### src/rtl/core/mfq_pkg.sv
// Shared types, codes and constants of the multilevel feedback queue scheduler.
// No dependencies; the top level and mfq_cfg refer to it by scoped names.
package mfq_pkg;

    localparam int LEVELS         = 5;
    localparam int LAST_LEVEL     = 4;
    localparam int TASK_SLOTS_DEF = 16;

    localparam int MODE_W   = 2;
    localparam int ID_W     = 4;
    localparam int REM_W    = 8;
    localparam int EV_W     = 3;
    localparam int LEVEL_W  = 3;
    localparam int SLICE_W  = 5;
    localparam int THR_W    = 2;
    localparam int STREAK_W = 2;

    localparam int CFG_ADDR_W = 5;
    localparam int CFG_DATA_W = 32;
    localparam int CFG_IDX_W  = 3;

    localparam logic [STREAK_W-1:0] STREAK_MAX = 2'd3;

    localparam logic [MODE_W-1:0] MODE_ARRIVAL  = 2'd0;
    localparam logic [MODE_W-1:0] MODE_DISPATCH = 2'd1;
    localparam logic [MODE_W-1:0] MODE_RETIRE   = 2'd2;

    localparam logic [EV_W-1:0] EV_ACCEPTED    = 3'd0;
    localparam logic [EV_W-1:0] EV_REJECTED    = 3'd1;
    localparam logic [EV_W-1:0] EV_DISPATCHED  = 3'd2;
    localparam logic [EV_W-1:0] EV_IDLE        = 3'd3;
    localparam logic [EV_W-1:0] EV_COMPLETED   = 3'd4;
    localparam logic [EV_W-1:0] EV_REQUEUED    = 3'd5;
    localparam logic [EV_W-1:0] EV_NOT_RUNNING = 3'd6;
    localparam logic [EV_W-1:0] EV_BUSY        = 3'd7;

    localparam logic [CFG_IDX_W-1:0] REG_SLICE0    = 3'd0;
    localparam logic [CFG_IDX_W-1:0] REG_SLICE1    = 3'd1;
    localparam logic [CFG_IDX_W-1:0] REG_SLICE2    = 3'd2;
    localparam logic [CFG_IDX_W-1:0] REG_SLICE3    = 3'd3;
    localparam logic [CFG_IDX_W-1:0] REG_SLICE4    = 3'd4;
    localparam logic [CFG_IDX_W-1:0] REG_THRESHOLD = 3'd5;

    localparam logic [SLICE_W-1:0] SLICE0_RST    = 5'd1;
    localparam logic [SLICE_W-1:0] SLICE1_RST    = 5'd2;
    localparam logic [SLICE_W-1:0] SLICE2_RST    = 5'd4;
    localparam logic [SLICE_W-1:0] SLICE3_RST    = 5'd8;
    localparam logic [SLICE_W-1:0] SLICE4_RST    = 5'd16;
    localparam logic [THR_W-1:0]   THRESHOLD_RST = 2'd2;

    typedef struct packed {
        logic [LEVELS-1:0][SLICE_W-1:0] slice;
        logic [THR_W-1:0]               threshold;
    } cfg_t;

    typedef struct packed {
        logic [REM_W-1:0]    remaining;
        logic [LEVEL_W-1:0]  level;
        logic [STREAK_W-1:0] streak;
    } task_entry_t;

    localparam int TASK_ENTRY_W = $bits(task_entry_t);

endpackage

### src/rtl/core/multilevel_feedback_queue_scheduler_unit.sv
// Top level of the multilevel feedback queue scheduler: control sequencer,
// level queue memory, task table memory. Depends on mfq_pkg, mfq_ram, mfq_cfg.
//
//   channel  | direction | handshake          | payload
//   ---------+-----------+--------------------+------------------------------------------
//   s_       | in        | s_valid / s_ready  | s_mode, s_task_id, s_service_need
//   m_       | out       | m_valid / m_ready  | m_event_res, m_task_slot, m_level,
//            |           |                    | m_run_length, m_units_left
//   apb      | in/out    | psel/penable/pready| paddr, pwrite, pwdata, prdata
//
// An item goes from the transfer through ST_EXEC to the output register, and a dispatch
// that pops a queue passes ST_POP first: the queue memory read must return the slot
// before the task table can be read. The next item is taken in the cycle after its
// predecessor's result is registered. A result that is not taken holds the sequencer in
// its final step; writes wait too. Synchronous active-low reset clears the queue
// pointers, active bits and the running task; both memories are left as they are.
module multilevel_feedback_queue_scheduler_unit #(
    parameter int TASK_SLOTS = mfq_pkg::TASK_SLOTS_DEF
) (
    input  logic                           aclk,
    input  logic                           aresetn,
    input  logic                           psel,
    input  logic                           penable,
    input  logic                           pwrite,
    input  logic [mfq_pkg::CFG_ADDR_W-1:0] paddr,
    input  logic [mfq_pkg::CFG_DATA_W-1:0] pwdata,
    output logic [mfq_pkg::CFG_DATA_W-1:0] prdata,
    output logic                           pready,
    input  logic                           s_valid,
    output logic                           s_ready,
    input  logic [mfq_pkg::MODE_W-1:0]     s_mode,
    input  logic [mfq_pkg::ID_W-1:0]       s_task_id,
    input  logic [mfq_pkg::REM_W-1:0]      s_service_need,
    output logic                           m_valid,
    input  logic                           m_ready,
    output logic [mfq_pkg::EV_W-1:0]       m_event_res,
    output logic [mfq_pkg::ID_W-1:0]       m_task_slot,
    output logic [mfq_pkg::LEVEL_W-1:0]    m_level,
    output logic [mfq_pkg::SLICE_W-1:0]    m_run_length,
    output logic [mfq_pkg::REM_W-1:0]      m_units_left
);

    localparam int SLOT_W     = $clog2(TASK_SLOTS);
    localparam int CNT_W      = $clog2(TASK_SLOTS + 1);
    localparam int WIDE_W     = SLOT_W + mfq_pkg::ID_W;
    localparam int FIFO_DEPTH = mfq_pkg::LEVELS * TASK_SLOTS;
    localparam int FADDR_W    = $clog2(FIFO_DEPTH);
    localparam int LEVELS     = mfq_pkg::LEVELS;
    localparam int LEVEL_W    = mfq_pkg::LEVEL_W;

    localparam logic [1:0] ST_IDLE = 2'd0;
    localparam logic [1:0] ST_POP  = 2'd1;
    localparam logic [1:0] ST_EXEC = 2'd2;

    localparam logic [SLOT_W-1:0]  SLOT_LAST  = SLOT_W'(TASK_SLOTS - 1);
    localparam logic [CNT_W-1:0]   CNT_FULL   = CNT_W'(TASK_SLOTS);
    localparam logic [WIDE_W-1:0]  SLOTS_WIDE = WIDE_W'(TASK_SLOTS);
    localparam logic [LEVEL_W-1:0] LAST_LVL   = LEVEL_W'(mfq_pkg::LAST_LEVEL);

    mfq_pkg::cfg_t cfg;

    // control state
    logic [1:0]                 state_reg, state_next;
    logic [mfq_pkg::MODE_W-1:0] mode_reg, mode_next;
    logic [mfq_pkg::ID_W-1:0]   id_reg, id_next;
    logic [mfq_pkg::REM_W-1:0]  need_reg, need_next;
    logic [LEVEL_W-1:0]         lvl_reg, lvl_next;
    logic                       any_reg, any_next;
    logic [SLOT_W-1:0]          slot_reg, slot_next;
    logic [SLOT_W-1:0]          head_reg [LEVELS];
    logic [SLOT_W-1:0]          head_next [LEVELS];
    logic [SLOT_W-1:0]          tail_reg [LEVELS];
    logic [SLOT_W-1:0]          tail_next [LEVELS];
    logic [CNT_W-1:0]           count_reg [LEVELS];
    logic [CNT_W-1:0]           count_next [LEVELS];
    logic [TASK_SLOTS-1:0]      active_reg, active_next;
    logic                       run_valid_reg, run_valid_next;
    logic [SLOT_W-1:0]          run_slot_reg, run_slot_next;

    // output register
    logic                        m_valid_reg, m_valid_next;
    logic [mfq_pkg::EV_W-1:0]    m_event_reg, m_event_next;
    logic [mfq_pkg::ID_W-1:0]    m_slot_reg, m_slot_next;
    logic [LEVEL_W-1:0]          m_level_reg, m_level_next;
    logic [mfq_pkg::SLICE_W-1:0] m_run_reg, m_run_next;
    logic [mfq_pkg::REM_W-1:0]   m_left_reg, m_left_next;

    // memory ports
    logic                             f_we, f_re;
    logic [FADDR_W-1:0]               f_waddr, f_raddr;
    logic [SLOT_W-1:0]                f_rdata;
    logic                             t_we, t_re;
    logic [SLOT_W-1:0]                t_waddr, t_raddr;
    mfq_pkg::task_entry_t             t_wdata, t_rdata;

    logic                accept, out_free, exec_fire;
    logic [LEVEL_W-1:0]  sel_lvl;
    logic                sel_any;
    logic [WIDE_W-1:0]   id_wide, id_reg_wide, slot_wide;
    logic [SLOT_W-1:0]   id_slot;
    logic                id_ok;
    logic                push_en;
    logic [LEVEL_W-1:0]  push_lvl;
    logic [mfq_pkg::REM_W-1:0]   quantum, grant;
    logic [mfq_pkg::STREAK_W-1:0] streak_new;
    logic [LEVEL_W-1:0]  lvl_new;

    function automatic logic [SLOT_W-1:0] wrap_inc(input logic [SLOT_W-1:0] p);
        logic [SLOT_W-1:0] r;
        r = (p == SLOT_LAST) ? '0 : p + 1'b1;
        return r;
    endfunction

    function automatic logic [FADDR_W-1:0] fifo_addr(input logic [LEVEL_W-1:0] l,
                                                     input logic [SLOT_W-1:0] p);
        int a;
        a = int'(l) * TASK_SLOTS + int'(p);
        return FADDR_W'(a);
    endfunction

    mfq_cfg u_cfg (
        .aclk    (aclk),
        .aresetn (aresetn),
        .psel    (psel),
        .penable (penable),
        .pwrite  (pwrite),
        .paddr   (paddr),
        .pwdata  (pwdata),
        .prdata  (prdata),
        .pready  (pready),
        .cfg     (cfg)
    );

    mfq_ram #(.WIDTH(SLOT_W), .DEPTH(FIFO_DEPTH)) u_fifo_ram (
        .aclk  (aclk),
        .we    (f_we),
        .waddr (f_waddr),
        .wdata (slot_reg),
        .re    (f_re),
        .raddr (f_raddr),
        .rdata (f_rdata)
    );

    mfq_ram #(.WIDTH(mfq_pkg::TASK_ENTRY_W), .DEPTH(TASK_SLOTS)) u_task_ram (
        .aclk  (aclk),
        .we    (t_we),
        .waddr (t_waddr),
        .wdata (t_wdata),
        .re    (t_re),
        .raddr (t_raddr),
        .rdata (t_rdata)
    );

    assign s_ready   = (state_reg == ST_IDLE);
    assign accept    = s_valid & s_ready;
    assign out_free  = ~m_valid_reg | m_ready;
    assign exec_fire = (state_reg == ST_EXEC) & out_free;

    assign id_wide     = WIDE_W'(s_task_id);
    assign id_slot     = id_wide[SLOT_W-1:0];
    assign id_reg_wide = WIDE_W'(id_reg);
    assign id_ok       = id_reg_wide < SLOTS_WIDE;
    assign slot_wide   = WIDE_W'(slot_reg);

    // lowest-numbered non-empty level
    always_comb begin
        sel_lvl = '0;
        sel_any = 1'b0;
        for (int i = LEVELS - 1; i >= 0; i--) begin
            if (count_reg[i] != '0) begin
                sel_lvl = LEVEL_W'(i);
                sel_any = 1'b1;
            end
        end
    end

    // memory reads: queue head at a dispatch transfer, task entry at transfer or after the pop
    assign f_re    = accept & (s_mode == mfq_pkg::MODE_DISPATCH) & ~run_valid_reg & sel_any;
    assign f_raddr = fifo_addr(sel_lvl, head_reg[sel_lvl]);
    assign t_re    = accept | (state_reg == ST_POP);
    always_comb begin
        priority if (state_reg == ST_POP) begin
            t_raddr = f_rdata;
        end else if (s_mode == mfq_pkg::MODE_ARRIVAL) begin
            t_raddr = id_slot;
        end else begin
            t_raddr = run_slot_reg;
        end
    end

    assign quantum = mfq_pkg::REM_W'(cfg.slice[lvl_reg]);
    assign grant   = (t_rdata.remaining < quantum) ? t_rdata.remaining : quantum;

    always_comb begin
        state_next     = state_reg;
        mode_next      = mode_reg;
        id_next        = id_reg;
        need_next      = need_reg;
        lvl_next       = lvl_reg;
        any_next       = any_reg;
        slot_next      = slot_reg;
        head_next      = head_reg;
        tail_next      = tail_reg;
        count_next     = count_reg;
        active_next    = active_reg;
        run_valid_next = run_valid_reg;
        run_slot_next  = run_slot_reg;
        m_valid_next   = m_valid_reg & ~m_ready;
        m_event_next   = m_event_reg;
        m_slot_next    = m_slot_reg;
        m_level_next   = m_level_reg;
        m_run_next     = m_run_reg;
        m_left_next    = m_left_reg;
        t_we           = 1'b0;
        t_waddr        = slot_reg;
        t_wdata        = t_rdata;
        push_en        = 1'b0;
        push_lvl       = '0;
        streak_new     = '0;
        lvl_new        = '0;

        unique case (state_reg)
            ST_IDLE: begin
                if (accept) begin
                    mode_next = s_mode;
                    id_next   = s_task_id;
                    need_next = s_service_need;
                    lvl_next  = sel_lvl;
                    any_next  = sel_any;
                    slot_next = (s_mode == mfq_pkg::MODE_ARRIVAL) ? id_slot : run_slot_reg;
                    state_next = f_re ? ST_POP : ST_EXEC;
                end
            end
            ST_POP: begin
                slot_next  = f_rdata;
                state_next = ST_EXEC;
            end
            ST_EXEC: begin
                if (out_free) begin
                    state_next   = ST_IDLE;
                    m_valid_next = 1'b1;
                    m_event_next = mfq_pkg::EV_REJECTED;
                    m_slot_next  = '0;
                    m_level_next = '0;
                    m_run_next   = '0;
                    m_left_next  = '0;
                    unique case (mode_reg)
                        mfq_pkg::MODE_ARRIVAL: begin
                            if (!id_ok) begin
                                m_event_next = mfq_pkg::EV_REJECTED;
                            end else if (active_reg[slot_reg]) begin
                                m_event_next = mfq_pkg::EV_REJECTED;
                                m_slot_next  = slot_wide[mfq_pkg::ID_W-1:0];
                                m_level_next = t_rdata.level;
                                m_left_next  = t_rdata.remaining;
                            end else begin
                                active_next[slot_reg] = 1'b1;
                                t_we              = 1'b1;
                                t_wdata.remaining = need_reg;
                                t_wdata.level     = '0;
                                t_wdata.streak    = '0;
                                push_en           = 1'b1;
                                push_lvl          = '0;
                                m_event_next = mfq_pkg::EV_ACCEPTED;
                                m_slot_next  = slot_wide[mfq_pkg::ID_W-1:0];
                                m_left_next  = need_reg;
                            end
                        end
                        mfq_pkg::MODE_DISPATCH: begin
                            if (run_valid_reg) begin
                                m_event_next = mfq_pkg::EV_BUSY;
                                m_slot_next  = slot_wide[mfq_pkg::ID_W-1:0];
                                m_level_next = t_rdata.level;
                                m_left_next  = t_rdata.remaining;
                            end else if (!any_reg) begin
                                m_event_next = mfq_pkg::EV_IDLE;
                            end else begin
                                if (lvl_reg == LAST_LVL) begin
                                    streak_new = (t_rdata.streak == mfq_pkg::STREAK_MAX) ?
                                                 t_rdata.streak : t_rdata.streak + 1'b1;
                                end
                                t_we              = 1'b1;
                                t_wdata.remaining = t_rdata.remaining - grant;
                                t_wdata.level     = lvl_reg;
                                t_wdata.streak    = streak_new;
                                head_next[lvl_reg]  = wrap_inc(head_reg[lvl_reg]);
                                count_next[lvl_reg] = count_reg[lvl_reg] - 1'b1;
                                run_valid_next = 1'b1;
                                run_slot_next  = slot_reg;
                                m_event_next = mfq_pkg::EV_DISPATCHED;
                                m_slot_next  = slot_wide[mfq_pkg::ID_W-1:0];
                                m_level_next = lvl_reg;
                                m_run_next   = grant[mfq_pkg::SLICE_W-1:0];
                                m_left_next  = t_rdata.remaining - grant;
                            end
                        end
                        mfq_pkg::MODE_RETIRE: begin
                            if (!run_valid_reg) begin
                                m_event_next = mfq_pkg::EV_NOT_RUNNING;
                            end else begin
                                run_valid_next = 1'b0;
                                m_slot_next    = slot_wide[mfq_pkg::ID_W-1:0];
                                if (t_rdata.remaining == '0) begin
                                    active_next[slot_reg] = 1'b0;
                                    m_event_next = mfq_pkg::EV_COMPLETED;
                                    m_level_next = t_rdata.level;
                                end else begin
                                    streak_new = t_rdata.streak;
                                    priority if (t_rdata.level < LAST_LVL) begin
                                        lvl_new    = t_rdata.level + 1'b1;
                                        streak_new = '0;
                                    end else if (t_rdata.streak >=
                                                 mfq_pkg::STREAK_W'(cfg.threshold)) begin
                                        lvl_new    = '0;
                                        streak_new = '0;
                                    end else begin
                                        lvl_new = LAST_LVL;
                                    end
                                    t_we           = 1'b1;
                                    t_wdata.level  = lvl_new;
                                    t_wdata.streak = streak_new;
                                    push_en        = 1'b1;
                                    push_lvl       = lvl_new;
                                    m_event_next = mfq_pkg::EV_REQUEUED;
                                    m_level_next = lvl_new;
                                    m_left_next  = t_rdata.remaining;
                                end
                            end
                        end
                        default: begin
                            m_event_next = mfq_pkg::EV_REJECTED;
                        end
                    endcase
                end
            end
            default: begin
                state_next = ST_IDLE;
            end
        endcase

        // drop a push into a full queue
        if (push_en && count_reg[push_lvl] != CNT_FULL) begin
            tail_next[push_lvl]  = wrap_inc(tail_reg[push_lvl]);
            count_next[push_lvl] = count_reg[push_lvl] + 1'b1;
        end
    end

    assign f_we    = exec_fire & push_en & (count_reg[push_lvl] != CNT_FULL);
    assign f_waddr = fifo_addr(push_lvl, tail_reg[push_lvl]);

    always_ff @(posedge aclk) begin
        if (!aresetn) begin
            state_reg     <= ST_IDLE;
            active_reg    <= '0;
            run_valid_reg <= 1'b0;
            run_slot_reg  <= '0;
            m_valid_reg   <= 1'b0;
            for (int i = 0; i < LEVELS; i++) begin
                head_reg[i]  <= '0;
                tail_reg[i]  <= '0;
                count_reg[i] <= '0;
            end
        end else begin
            state_reg     <= state_next;
            active_reg    <= active_next;
            run_valid_reg <= run_valid_next;
            run_slot_reg  <= run_slot_next;
            m_valid_reg   <= m_valid_next;
            head_reg      <= head_next;
            tail_reg      <= tail_next;
            count_reg     <= count_next;
        end
    end

    always_ff @(posedge aclk) begin
        mode_reg    <= mode_next;
        id_reg      <= id_next;
        need_reg    <= need_next;
        lvl_reg     <= lvl_next;
        any_reg     <= any_next;
        slot_reg    <= slot_next;
        m_event_reg <= m_event_next;
        m_slot_reg  <= m_slot_next;
        m_level_reg <= m_level_next;
        m_run_reg   <= m_run_next;
        m_left_reg  <= m_left_next;
    end

    assign m_valid      = m_valid_reg;
    assign m_event_res  = m_event_reg;
    assign m_task_slot  = m_slot_reg;
    assign m_level      = m_level_reg;
    assign m_run_length = m_run_reg;
    assign m_units_left = m_left_reg;

endmodule

### src/rtl/core/mfq_ram.sv
// Generic single-clock RAM: one write port, one read port, registered read data.
// No dependencies.
module mfq_ram #(
    parameter int WIDTH = 8,
    parameter int DEPTH = 16
) (
    input  logic                     aclk,
    input  logic                     we,
    input  logic [$clog2(DEPTH)-1:0] waddr,
    input  logic [WIDTH-1:0]         wdata,
    input  logic                     re,
    input  logic [$clog2(DEPTH)-1:0] raddr,
    output logic [WIDTH-1:0]         rdata
);

    logic [WIDTH-1:0] mem [DEPTH];
    logic [WIDTH-1:0] rdata_reg;

    always_ff @(posedge aclk) begin
        if (we) begin
            mem[waddr] <= wdata;
        end
        // hold read data while no read is issued
        if (re) begin
            rdata_reg <= mem[raddr];
        end
    end

    assign rdata = rdata_reg;

endmodule

### src/rtl/core/mfq_cfg.sv
// APB-style configuration registers: five level slices and the return threshold.
// Depends on mfq_pkg.
module mfq_cfg (
    input  logic                           aclk,
    input  logic                           aresetn,
    input  logic                           psel,
    input  logic                           penable,
    input  logic                           pwrite,
    input  logic [mfq_pkg::CFG_ADDR_W-1:0] paddr,
    input  logic [mfq_pkg::CFG_DATA_W-1:0] pwdata,
    output logic [mfq_pkg::CFG_DATA_W-1:0] prdata,
    output logic                           pready,
    output mfq_pkg::cfg_t                  cfg
);

    mfq_pkg::cfg_t cfg_reg;
    mfq_pkg::cfg_t cfg_next;
    logic [mfq_pkg::CFG_IDX_W-1:0] idx;
    logic wr_en;

    assign idx   = paddr[mfq_pkg::CFG_ADDR_W-1:2];
    assign wr_en = psel & penable & pwrite;

    always_comb begin
        cfg_next = cfg_reg;
        if (wr_en) begin
            priority if (idx == mfq_pkg::REG_THRESHOLD) begin
                cfg_next.threshold = pwdata[mfq_pkg::THR_W-1:0];
            end else if (idx <= mfq_pkg::REG_SLICE4) begin
                cfg_next.slice[idx] = pwdata[mfq_pkg::SLICE_W-1:0];
            end
        end
    end

    always_ff @(posedge aclk) begin
        if (!aresetn) begin
            cfg_reg.slice[0]  <= mfq_pkg::SLICE0_RST;
            cfg_reg.slice[1]  <= mfq_pkg::SLICE1_RST;
            cfg_reg.slice[2]  <= mfq_pkg::SLICE2_RST;
            cfg_reg.slice[3]  <= mfq_pkg::SLICE3_RST;
            cfg_reg.slice[4]  <= mfq_pkg::SLICE4_RST;
            cfg_reg.threshold <= mfq_pkg::THRESHOLD_RST;
        end else begin
            cfg_reg <= cfg_next;
        end
    end

    always_comb begin
        prdata = '0;
        priority if (idx == mfq_pkg::REG_THRESHOLD) begin
            prdata = mfq_pkg::CFG_DATA_W'(cfg_reg.threshold);
        end else if (idx <= mfq_pkg::REG_SLICE4) begin
            prdata = mfq_pkg::CFG_DATA_W'(cfg_reg.slice[idx]);
        end
    end

    assign pready = 1'b1;
    assign cfg    = cfg_reg;

endmodule
### config.mk
export PLATFORM = sky130hd
export DESIGN_NAME = multilevel_feedback_queue_scheduler_unit
export DESIGN_NICKNAME = d
export VERILOG_FILES = /design/src/rtl/core/mfq_pkg.sv /design/src/rtl/core/multilevel_feedback_queue_scheduler_unit.sv /design/src/rtl/core/mfq_ram.sv /design/src/rtl/core/mfq_cfg.sv
export SDC_FILE = /design/constraint.sdc
export NUM_CORES = 1
export LEC_CHECK = 0
export ABC_AREA = 1
export BUFFER_PORTS_ARGS = -buffer_cell sky130_fd_sc_hd__buf_2
export CAP_MARGIN = 15
export CORE_UTILIZATION = 46
export DETAILED_ROUTE_END_ITERATION = 8
export SETUP_SLACK_MARGIN = 0.15
export SYNTH_ARGS = -nofsm -noshare
export SYNTH_HDL_FRONTEND = slang
export SYNTH_SLANG_ARGS = --single-unit
### constraint.sdc
create_clock -name aclk -period 8.8 [get_ports aclk]
set_input_delay 1.76 -clock aclk [delete_from_list [all_inputs] [get_ports aclk]]
set_output_delay 1.76 -clock aclk [all_outputs]
set_load 0.005 [all_outputs]
==> impl.org, run 1 <==
** Outcome
- Status :: complete, no violations

** Drt
- The routed design uses 5.52 mm of met3 wire.
- After the first detailed-routing iteration, the DRC count stood at 2172.
- Antenna Nets Post-Route :: 0
- The pre-antenna-repair detailed-routing pass consisted of 6 iterations.
- Number of vias per cell :: 5.57
- In the final routed layout, each cell accounts on average for 20.3 um.
- Wire length reported by the detailed router :: 87.5 mm
- Met1 Routed Length :: 39.0 mm
- The final route contains 24076 vias.
- Met2 Routed Length :: 40.6 mm
- After detailed routing, the number of remaining DRC violations is 0.
- Signal routing reaches up to met4.

** Finish
- Sequential Area :: 19900 um2
- Number of flip-flops under the largest register name :: 320
- For this run, the post-layout net count is 3398.
- In the final layout, the share of cells above drive strength 1 is 11.3%.
- The filler cells instantiated in the layout total 6202.
- Compared with the post-synthesis result, the final layout area differs by 10.8%.
- After routing the design area is 36300 um2.
- Most common library cell in the layout ignoring fill and taps :: sky130_fd_sc_hd__edfxtp_1
- In the layout the commonest cells are 586 x sky130_fd_sc_hd__edfxtp_1, 513 x sky130_fd_sc_hd__nand2_1, 388 x sky130_fd_sc_hd__inv_1, 382 x sky130_fd_sc_hd__nor2_1, 358 x sky130_fd_sc_hd__nand3_1.
- Area of combinational cells with multiple inputs :: 10500 um2
- The number of antenna diodes in the final layout is 0.

** Global route
- For this run the aggregate overflow at the end of global routing stands at 0.
- Global-route wire length before repair :: 133 mm
- Total track usage :: 24.3%
- Via count of the first global-routing pass :: 22981
- Initial antenna violation count :: 1
- Entering global routing, the biggest net connects 105 pins.

** Synthesis
- Each instance of the synthesized netlist takes up on average 9.93 um2.
- After Yosys synthesis, full adders, half adders and majority gates account for 0.901% of the synthesized area.
- The most used flip-flop cell after synthesis is sky130_fd_sc_hd__edfxtp_1.
- Number of synthesis warnings :: 0
- Synthesis produced a netlist whose cell count is 3300.
- The number of different library cells used by synthesis comes to 65.
- Part of the Yosys area used for sequential elements :: 60.8%
- Of the post-synthesis cell area, the part taken by muxes is 0%.
- After Yosys synthesis, and, or, nand and nor cells account for 20.3% of the synthesized area.
- The synthesized netlist devotes 9.85% of its cell area to compound gates.
- Counting flops with an async set or reset pin after synthesis yields a share of 0%.
- Post-synthesis instance area :: 32800 um2
- Number of synthesized register bits :: 702
- Yosys mapped a number of flops with a built-in enable equal to 586.
- After synthesis, the largest family of logic cells by area is simple AND/OR/NAND/NOR gates.
- Xor and xnor fraction of the mapped netlist area :: 0.134%

** STA
- The number of max-slew violations in the final report came to 0.
- Worst rel slew slack :: 15.8%
- Setup violations remaining at the end of the flow were counted as 0.
- Worst setup margin :: 2.62 ns
- For the pin with the worst max-slew slack, the measured transition is 1.26 ns.
- Period minus WS final :: 6.18 ns
- Setup repair after global routing left no endpoint under its margin.
- Period utilization :: 70.2%
- Timing-limited maximum frequency :: 0.162 GHz
- Setup TNS :: 0 ns
- Worst Clk Skew :: 0.0255 ns
- Hold timing on the final database bottoms out at a slack of 0.463 ns.
- Number of hold-slack violations in the final timing report :: 0

** Floorplanning
- Row Count :: 97
- I/O pin total :: 116
- Measured along the y axis, the die boundary spans 269 um.
- Horizontal extent of the die :: 269 um
- Once the floorplan was initialized, standard cells occupied 46.6% of the core.
- Die area :: 72300 um2
- CORE AREA :: 70300 um2

** CTS
- Clock latency of the later-clocked register in the worst-skew pair :: 0.64 ns
- CTS HTree Levels :: 3
- Maximum clock insertion buffer count :: 3
- Number of buffers inserted to repair setup after CTS :: 0
- TritonCTS built the clock tree.
- CTS buffer count :: 77
- Clock-pin slew of the registers on the worst-case setup and hold paths :: 0.06 ns
- Number of hold-repair buffers added at the cts stage :: 0
- For this design, the sink count on the clock tree is 702.
- Post-cts repair resize count :: 0
- Library cell used as clock root buffer :: sky130_fd_sc_hd__clkbuf_16

** Placed design
- Cell Area, Placed :: 33700 um2
- Prior to clock tree synthesis, the placed netlist has a worst setup slack of 2.21 ns.
- Port buffer count :: 58
- Routability cong. :: 0.924
- DP Wirelength :: 54.7 mm

** Worst setup path
- Measured in cells, the most critical reg-to-reg path has a length of 24.
- In this run the worst path has a maximum fanout of 16.
- The worst setup path is launched from a flip-flop.
- Data arrival time at the worst-slack endpoint :: 6.43 ns
- The worst register-to-register path begins at lvl_reg[0].
- Type of the worst setup path :: flip-flop to flip-flop
- Setup slack of the worst register-to-register path :: 2.62 ns
- Worst Setup End Kind :: flip-flop
- Data required time at the worst endpoint :: 9.05 ns
- Critical register-to-register path endpoint :: u_task_ram.mem[1][12]

** Power and ir drop
- Leak pwr :: 13.9 nW
- PwrDens :: 208 nW/um2
- Maximum vdd drop :: 0.155 mV

** Hold path
- The worst hold path belongs to the class flip-flop to flip-flop.
- Along the worst hold path, the cell count comes to 2.

** Flow run
- Max Cap Violations :: 0
logic make-up (layout without fill, tap and decap cells):
kind of cell,count (synthesis),after routing
AOI/OAI and AO/OA,502,502
buffers and inverters,608,661
and+or+nand+nor,1458,1458
DFF,702,702
adders and majority gates,23,23
xor gates and xnor gates,5,5
other,2,28
synthesized netlist by cell type, types with 3 or more instances:
library cell	count	area share, %
sky130_fd_sc_hd__nand2_1	515	5.9
sky130_fd_sc_hd__clkinv_1	3	0.034
sky130_fd_sc_hd__o32ai_1	3	0.080
sky130_fd_sc_hd__a22oi_1	6	0.14
sky130_fd_sc_hd__ha_1	22	0.84
sky130_fd_sc_hd__or2_2	57	1.1
sky130_fd_sc_hd__nand4_1	9	0.17
sky130_fd_sc_hd__nand2_4	9	0.31
sky130_fd_sc_hd__nor3_1	34	0.52
sky130_fd_sc_hd__nand2_2	12	0.23
sky130_fd_sc_hd__nor2_2	12	0.23
sky130_fd_sc_hd__o22ai_1	29	0.55
sky130_fd_sc_hd__xnor2_1	4	0.11
sky130_fd_sc_hd__o21ai_0	157	2.4
sky130_fd_sc_hd__dfxtp_1	116	7.1
sky130_fd_sc_hd__buf_6	15	0.52
sky130_fd_sc_hd__nor3_4	4	0.20
sky130_fd_sc_hd__buf_4	46	1.1
sky130_fd_sc_hd__o31ai_1	22	0.50
sky130_fd_sc_hd__o211ai_1	91	2.1
sky130_fd_sc_hd__buf_1	6	0.069
sky130_fd_sc_hd__nand3_2	3	0.092
sky130_fd_sc_hd__inv_2	34	0.39
sky130_fd_sc_hd__a21oi_1	87	1.3
sky130_fd_sc_hd__buf_2	35	0.53
sky130_fd_sc_hd__edfxtp_1	586	54
sky130_fd_sc_hd__nor2_8	3	0.18
sky130_fd_sc_hd__nand3b_1	43	0.99
sky130_fd_sc_hd__inv_1	389	4.5
sky130_fd_sc_hd__a211oi_1	4	0.092
sky130_fd_sc_hd__nand3_1	360	5.5
sky130_fd_sc_hd__nor2_4	6	0.21
sky130_fd_sc_hd__a31oi_1	3	0.057
sky130_fd_sc_hd__o21ai_1	15	0.23
sky130_fd_sc_hd__o311ai_0	31	0.83
sky130_fd_sc_hd__a32oi_1	3	0.080
sky130_fd_sc_hd__nor2_1	382	4.4
sky130_fd_sc_hd__clkbuf_1	79	0.91
sky130_fd_sc_hd__o221ai_1	26	0.70
sky130_fd_sc_hd__a221oi_1	9	0.24
worst max path at each step:
| stage | cells after the start | slack, ns | start | to |
|---|---|---|---|---|
| 2_1_floorplan | 19 | 4.16 | m_ready | u_fifo_ram.mem[54][0] |
| 5_1_grt | 24 | 2.18 | lvl_reg[0] | u_task_ram.mem[4][12] |
| 4_1_cts | 24 | 2.73 | lvl_reg[0] | u_task_ram.mem[1][12] |
| 3_5_place_dp | 21 | 2.21 | m_ready | u_fifo_ram.mem[17][2] |
| 6_report | 24 | 2.62 | lvl_reg[0] | u_task_ram.mem[1][12] |
| 3_3_place_gp | 21 | 2.30 | m_ready | u_fifo_ram.mem[0][0] |
per-layer routing:
layer | track usage, % | vias to the layer above
met5 | 0 | -
met2 | 39.0 | 964
met4 | 8.00 | 0
met1 | 33.9 | 11624
li1 | - | 11331
met3 | 3.50 | 157
power by group:
part	internal (mW)	switching (mW)	leakage (nW)
clock	1.86	1.35	1.21
combinational	0.153	0.456	6.41
sequential	3.69	0.0274	6.26
total	5.70	1.83	13.9
worst max-delay path, cell delays in order (launching register included):
cell	delay, ns
sky130_fd_sc_hd__edfxtp_1	0.45
sky130_fd_sc_hd__nor2_1	0.27
sky130_fd_sc_hd__inv_1	0.10
sky130_fd_sc_hd__nor2_2	0.50
sky130_fd_sc_hd__inv_1	0.35
sky130_fd_sc_hd__o211ai_1	0.25
sky130_fd_sc_hd__a221oi_1	0.11
sky130_fd_sc_hd__ha_1	0.32
sky130_fd_sc_hd__o21ai_0	0.07
sky130_fd_sc_hd__nand2_1	0.07
sky130_fd_sc_hd__nand3_1	0.07
sky130_fd_sc_hd__nand2_1	0.05
sky130_fd_sc_hd__nand2_1	0.05
sky130_fd_sc_hd__nand2_1	0.18
sky130_fd_sc_hd__o21ai_0	0.48
sky130_fd_sc_hd__ha_1	0.32
sky130_fd_sc_hd__nand2_1	0.06
sky130_fd_sc_hd__nor2_1	0.05
sky130_fd_sc_hd__a211oi_1	0.23
sky130_fd_sc_hd__nor2_1	0.10
sky130_fd_sc_hd__o21ai_0	0.27
sky130_fd_sc_hd__nand3_1	0.17
sky130_fd_sc_hd__o21ai_0	0.17
sky130_fd_sc_hd__nand3b_1	0.13
sky130_fd_sc_hd__a22oi_1	0.97
layout make-up:
type	count	share of cell area [%]
flip-flops and latches	702	54.9
multi-input cells	2016	29.0
clock buffers	90	5.56
inverters	427	4.42
well taps	940	3.24
repair buffers	93	1.53
clock inverters	51	1.39
stage by stage:
stage               cells  utilization, %  power (mW)
finish               4319            51.6        7.53
CTS                  4316            51.6        7.59
global placement     4174            48.0        4.37
floorplan            3326               -        4.17
global route         4319            51.6        7.77
detailed placement   4175            48.0        4.38
(Power assumes the default switching activity.)
==> run 2, diff against run 1 <==
==> constraint.sdc (replaced) <==
create_clock -name aclk -period 5.3 [get_ports aclk]
set_input_delay 1.06 -clock aclk [delete_from_list [all_inputs] [get_ports aclk]]
set_output_delay 1.06 -clock aclk [all_outputs]
set_load 0.005 [all_outputs]
==> run 2 against run 1 <==
First-iteration DRC count is 4.3% lower. Sequential cell count is the same. Global-route usage about the same. Cell count up 0.90%. Clock-buffer cell count up 6. Sequential share of layout area decreased by 0.62 points. Core utilization increased by 0.59 points. Routed wire length grew 0.18%. Setup slack lost 2.1 ns. Critical endpoint is now u_task_ram.mem[12][12]. Largest cell class unchanged. Highest routed layer is now met5.
==> impl.org, run 2 (synthesis results as in run 1) <==
** Outcome
- Status :: complete, no violations (unchanged)

** Hold path
- Type of the worst min-delay path :: flip-flop to flip-flop (unchanged)
- The number of cells on the worst hold path came to 2 (unchanged).

** Worst setup path
- The worst-path maximum fanout was 16 (unchanged).
- The termination of the worst setup path was u_task_ram.mem[12][12] (was u_task_ram.mem[1][12]).
- The path type of the worst setup path is flip-flop to flip-flop (unchanged).
- The critical register-to-register path startpoint was lvl_reg[2] (was lvl_reg[0]).
- Stage delay of the slowest cell on the critical path :: 0.44 ns (was 0.97 ns)
- Worst Setup End Kind :: flip-flop (unchanged)
- The required time at the worst-slack endpoint is 5.79 ns (was 9.05 ns).
- Cell repeated most along the worst path :: sky130_fd_sc_hd__nand2_1 (unchanged)
- Startpoint class of the critical path :: flip-flop (unchanged)
- The slowest library cell on the worst path is sky130_fd_sc_hd__edfxtp_1 (was sky130_fd_sc_hd__a22oi_1).
- R2R depth :: 25 (was 24)
- The destination of the worst register-to-register timing path is u_task_ram.mem[12][12] (was u_task_ram.mem[1][12]).
- The source of the critical timing path is lvl_reg[2] (was lvl_reg[0]).
- Setup slack of the worst register-to-register path :: 0.50 ns (was 2.62 ns)
- The arrival time of data at the critical path endpoint came to 5.28 ns (was 6.43 ns).

** Global route
- The initial antenna violation count was 1 (unchanged).
- Global-route wire length before repair :: 134 mm (was 133 mm)
- The total congestion overflow came to 0 (unchanged).
- The total global routing track utilization came to 24.4% (was 24.3%).
- The maximum number of pins on one net before global-route repair is 93 (was 105).
- Via count of the first global-routing pass :: 23364 (was 22981)

** Drt
- Drt initial violations :: 2078 (was 2172)
- The antenna violation net count after detailed routing is 0 (unchanged).
- The average vias per placed instance came to 5.54 (was 5.57).
- The number of vias in the routed layout was 24124 (was 24076).
- Average routed wire per standard cell :: 20.1 um (was 20.3 um)
- The final routed DRC violation total came to 0 (unchanged).
- The final routed wirelength across all metal layers was 87.7 mm (was 87.5 mm).
- The length of the first detailed-routing pass in iterations is 6 (unchanged).

** Floorplanning
- Die area :: 72300 um2 (unchanged)
- I/O pin total :: 116 (unchanged)
- Horizontal extent of the die :: 269 um (unchanged)
- The site row count was 97 (unchanged).
- CORE AREA :: 70300 um2 (unchanged)
- The die span in y was 269 um (unchanged).
- Initial Util :: 46.6% (unchanged)

** Power and ir drop
- Maximum vdd drop :: 0.263 mV (was 0.155 mV)
- The power per cell area is 346 nW/um2 (was 208 nW/um2).
- Total power of the final layout :: 12.7 mW (was 7.53 mW)
- Leak pwr :: 14.1 nW (was 13.9 nW)

** STA
- The number of max-slew violations in the final report is 0 (unchanged).
- Worst rel slew slack :: 29.5% (was 15.8%)
- The count of endpoints failing setup in the final report was 0 (unchanged).
- Timing-limited maximum frequency :: 0.209 GHz (was 0.162 GHz)
- Worst Clk Skew :: 0.0588 ns (was 0.0255 ns)
- Number of hold-slack violations in the final timing report :: 0 (unchanged)
- The final sum of negative setup slack is 0 ns (unchanged).
- Period minus WS final :: 4.80 ns (was 6.18 ns)
- Actual transition at the worst max-transition pin :: 1.06 ns (was 1.26 ns)
- Unrepaired setup endpoints after global routing: no (unchanged).
- The ratio of final minimum period to clock period was 90.5% (was 70.2%).

** Finish
- Proportion of layout cells with a drive suffix above 1 :: 12.6% (was 11.3%)
- The number of fill cells in the layout came to 6258 (was 6202).
- The most frequent standard cell in the layout excluding fill and tap cells is sky130_fd_sc_hd__edfxtp_1 (unchanged).
- Layout net count :: 3437 (was 3398)
- The final design utilization came to 52.2% (was 51.6%).
- Number of flip-flops under the largest register name :: 320 (unchanged)
- The final cell count without fillers was 4358 (was 4319).
- Leading cell types in the layout, fill and taps excluded :: 586 x sky130_fd_sc_hd__edfxtp_1, 513 x sky130_fd_sc_hd__nand2_1, 388 x sky130_fd_sc_hd__inv_1, 382 x sky130_fd_sc_hd__nor2_1, 358 x sky130_fd_sc_hd__nand3_1 (unchanged)
- The cell area after layout came to 36700 um2 (was 36300 um2).
- The area added between synthesis and finish was 12.1% (was 10.8%).
- The number of antenna repair diodes is 0 (unchanged).

** CTS
- Library cell used as clock root buffer :: sky130_fd_sc_hd__clkbuf_16 (unchanged)
- The CTS tree was yes (unchanged).
- Clock-pin slew of the registers on the worst-case setup and hold paths :: 0.06 ns (about the same)
- Maximum clock insertion buffer count :: 3 (unchanged)
- CTS buffer count :: 76 (was 77)
- The source-to-sink clock delay at the later pin of the worst-skew pair was 0.65 ns (was 0.64 ns).
- The depth of the CTS H-tree is 3 (unchanged).
- # clock sinks :: 702 (unchanged)
- Number of hold-repair buffers added at the cts stage :: 0 (unchanged)

** Placed design
- Port buffer count :: 58 (unchanged)
- The cell area reported after detailed placement was 34000 um2 (was 33700 um2).
- Placed Cells :: 4216 (was 4175)
- The post-DP HPWL is 56.2 mm (was 54.7 mm).
- Routability cong. :: 0.921 (was 0.924)

** Flow run
- Max Cap Violations :: 0 (unchanged)
-- run 2: changes by cell type in the layout (fill, tap and decap cells not counted), moves of 3 or more --
cell / previous run / this run
sky130_fd_sc_hd__buf_12: 0 / 5
sky130_fd_sc_hd__buf_4: 34 / 70
sky130_fd_sc_hd__clkbuf_1: 11 / 15
sky130_fd_sc_hd__clkbuf_16: 79 / 76
sky130_fd_sc_hd__clkbuf_8: 0 / 5
sky130_fd_sc_hd__clkinv_1: 22 / 12
sky130_fd_sc_hd__clkinv_16: 1 / 4
sky130_fd_sc_hd__nor3_2: 6 / 16
sky130_fd_sc_hd__nor3_4: 15 / 5
-- run 2: critical path, delay by kind of cell, from the launching register on --
| kind | cells | cell delay [ns] |
|---|---|---|
| AO/OA/AOI/OAI | 8 | 1.76 |
| AND/OR/NAND/NOR | 13 | 1.38 |
| buffers and inverters | 2 | 0.43 |
| adder cells (fa/ha/maj) | 2 | 0.64 |
| flip-flops | 1 | 0.44 |
-- run 2: metrics by stage --
| stage | hold WS (ns) | setup WS (ns) |
|---|---|---|
| 6_report | 0.460 | 0.505 |
| 3_3_place_gp | 0.442 | 0.353 |
| 4_1_cts | 0.459 | 0.237 |
| 5_1_grt | 0.492 | 0.180 |
| 3_5_place_dp | 0.449 | 0.248 |
| 2_1_floorplan | 0.430 | 0.859 |
-- run 2: metal layers --
layer / track usage [%] / wire length, um / vias to the layer above
li1: - / - / 11414
met1: 33.9 / 39100 / 11707
met2: 39.3 / 40500 / 863
met3: 3.83 / 6020 / 138
met4: 7.39 / 2040 / 2
met5: 0 / 20 / -
-- run 2: repair_timing --
action | in CTS | in global routing
setup endpoints to repair | 0 | 81
resized for setup | 0 | 5
buffers inserted | 0 | 0
-- run 2: worst min-delay path by stage --
stage               slack (ns)   endpoint  startpoint
global route              0.49  flip-flop   flip-flop
CTS                       0.46  flip-flop   flip-flop
floorplan                 0.43  flip-flop   flip-flop
detailed placement        0.45  flip-flop   flip-flop
global placement          0.44  flip-flop   flip-flop
finish                    0.46  flip-flop   flip-flop
-- run 2: layout make-up --
type | count | area [um2] | share of cell area (%)
clock buffer | 96 | 2030 | 5.52
clock inverter | 44 | 602 | 1.64
inverter | 427 | 1610 | 4.37
multi-input combinational | 2016 | 10500 | 28.5
sequential | 702 | 19900 | 54.3
tap | 940 | 1180 | 3.20
timing repair buffer | 133 | 916 | 2.49
-- run 2: where the power goes --
part | leakage (nW) | switching (mW) | internal, mW | total [mW]
clock | 1.26 | 2.28 | 3.21 | 5.49
sequential | 6.26 | 0.0460 | 6.12 | 6.16
combinational | 6.54 | 0.769 | 0.274 | 1.04
total | 14.1 | 3.09 | 9.60 | 12.7
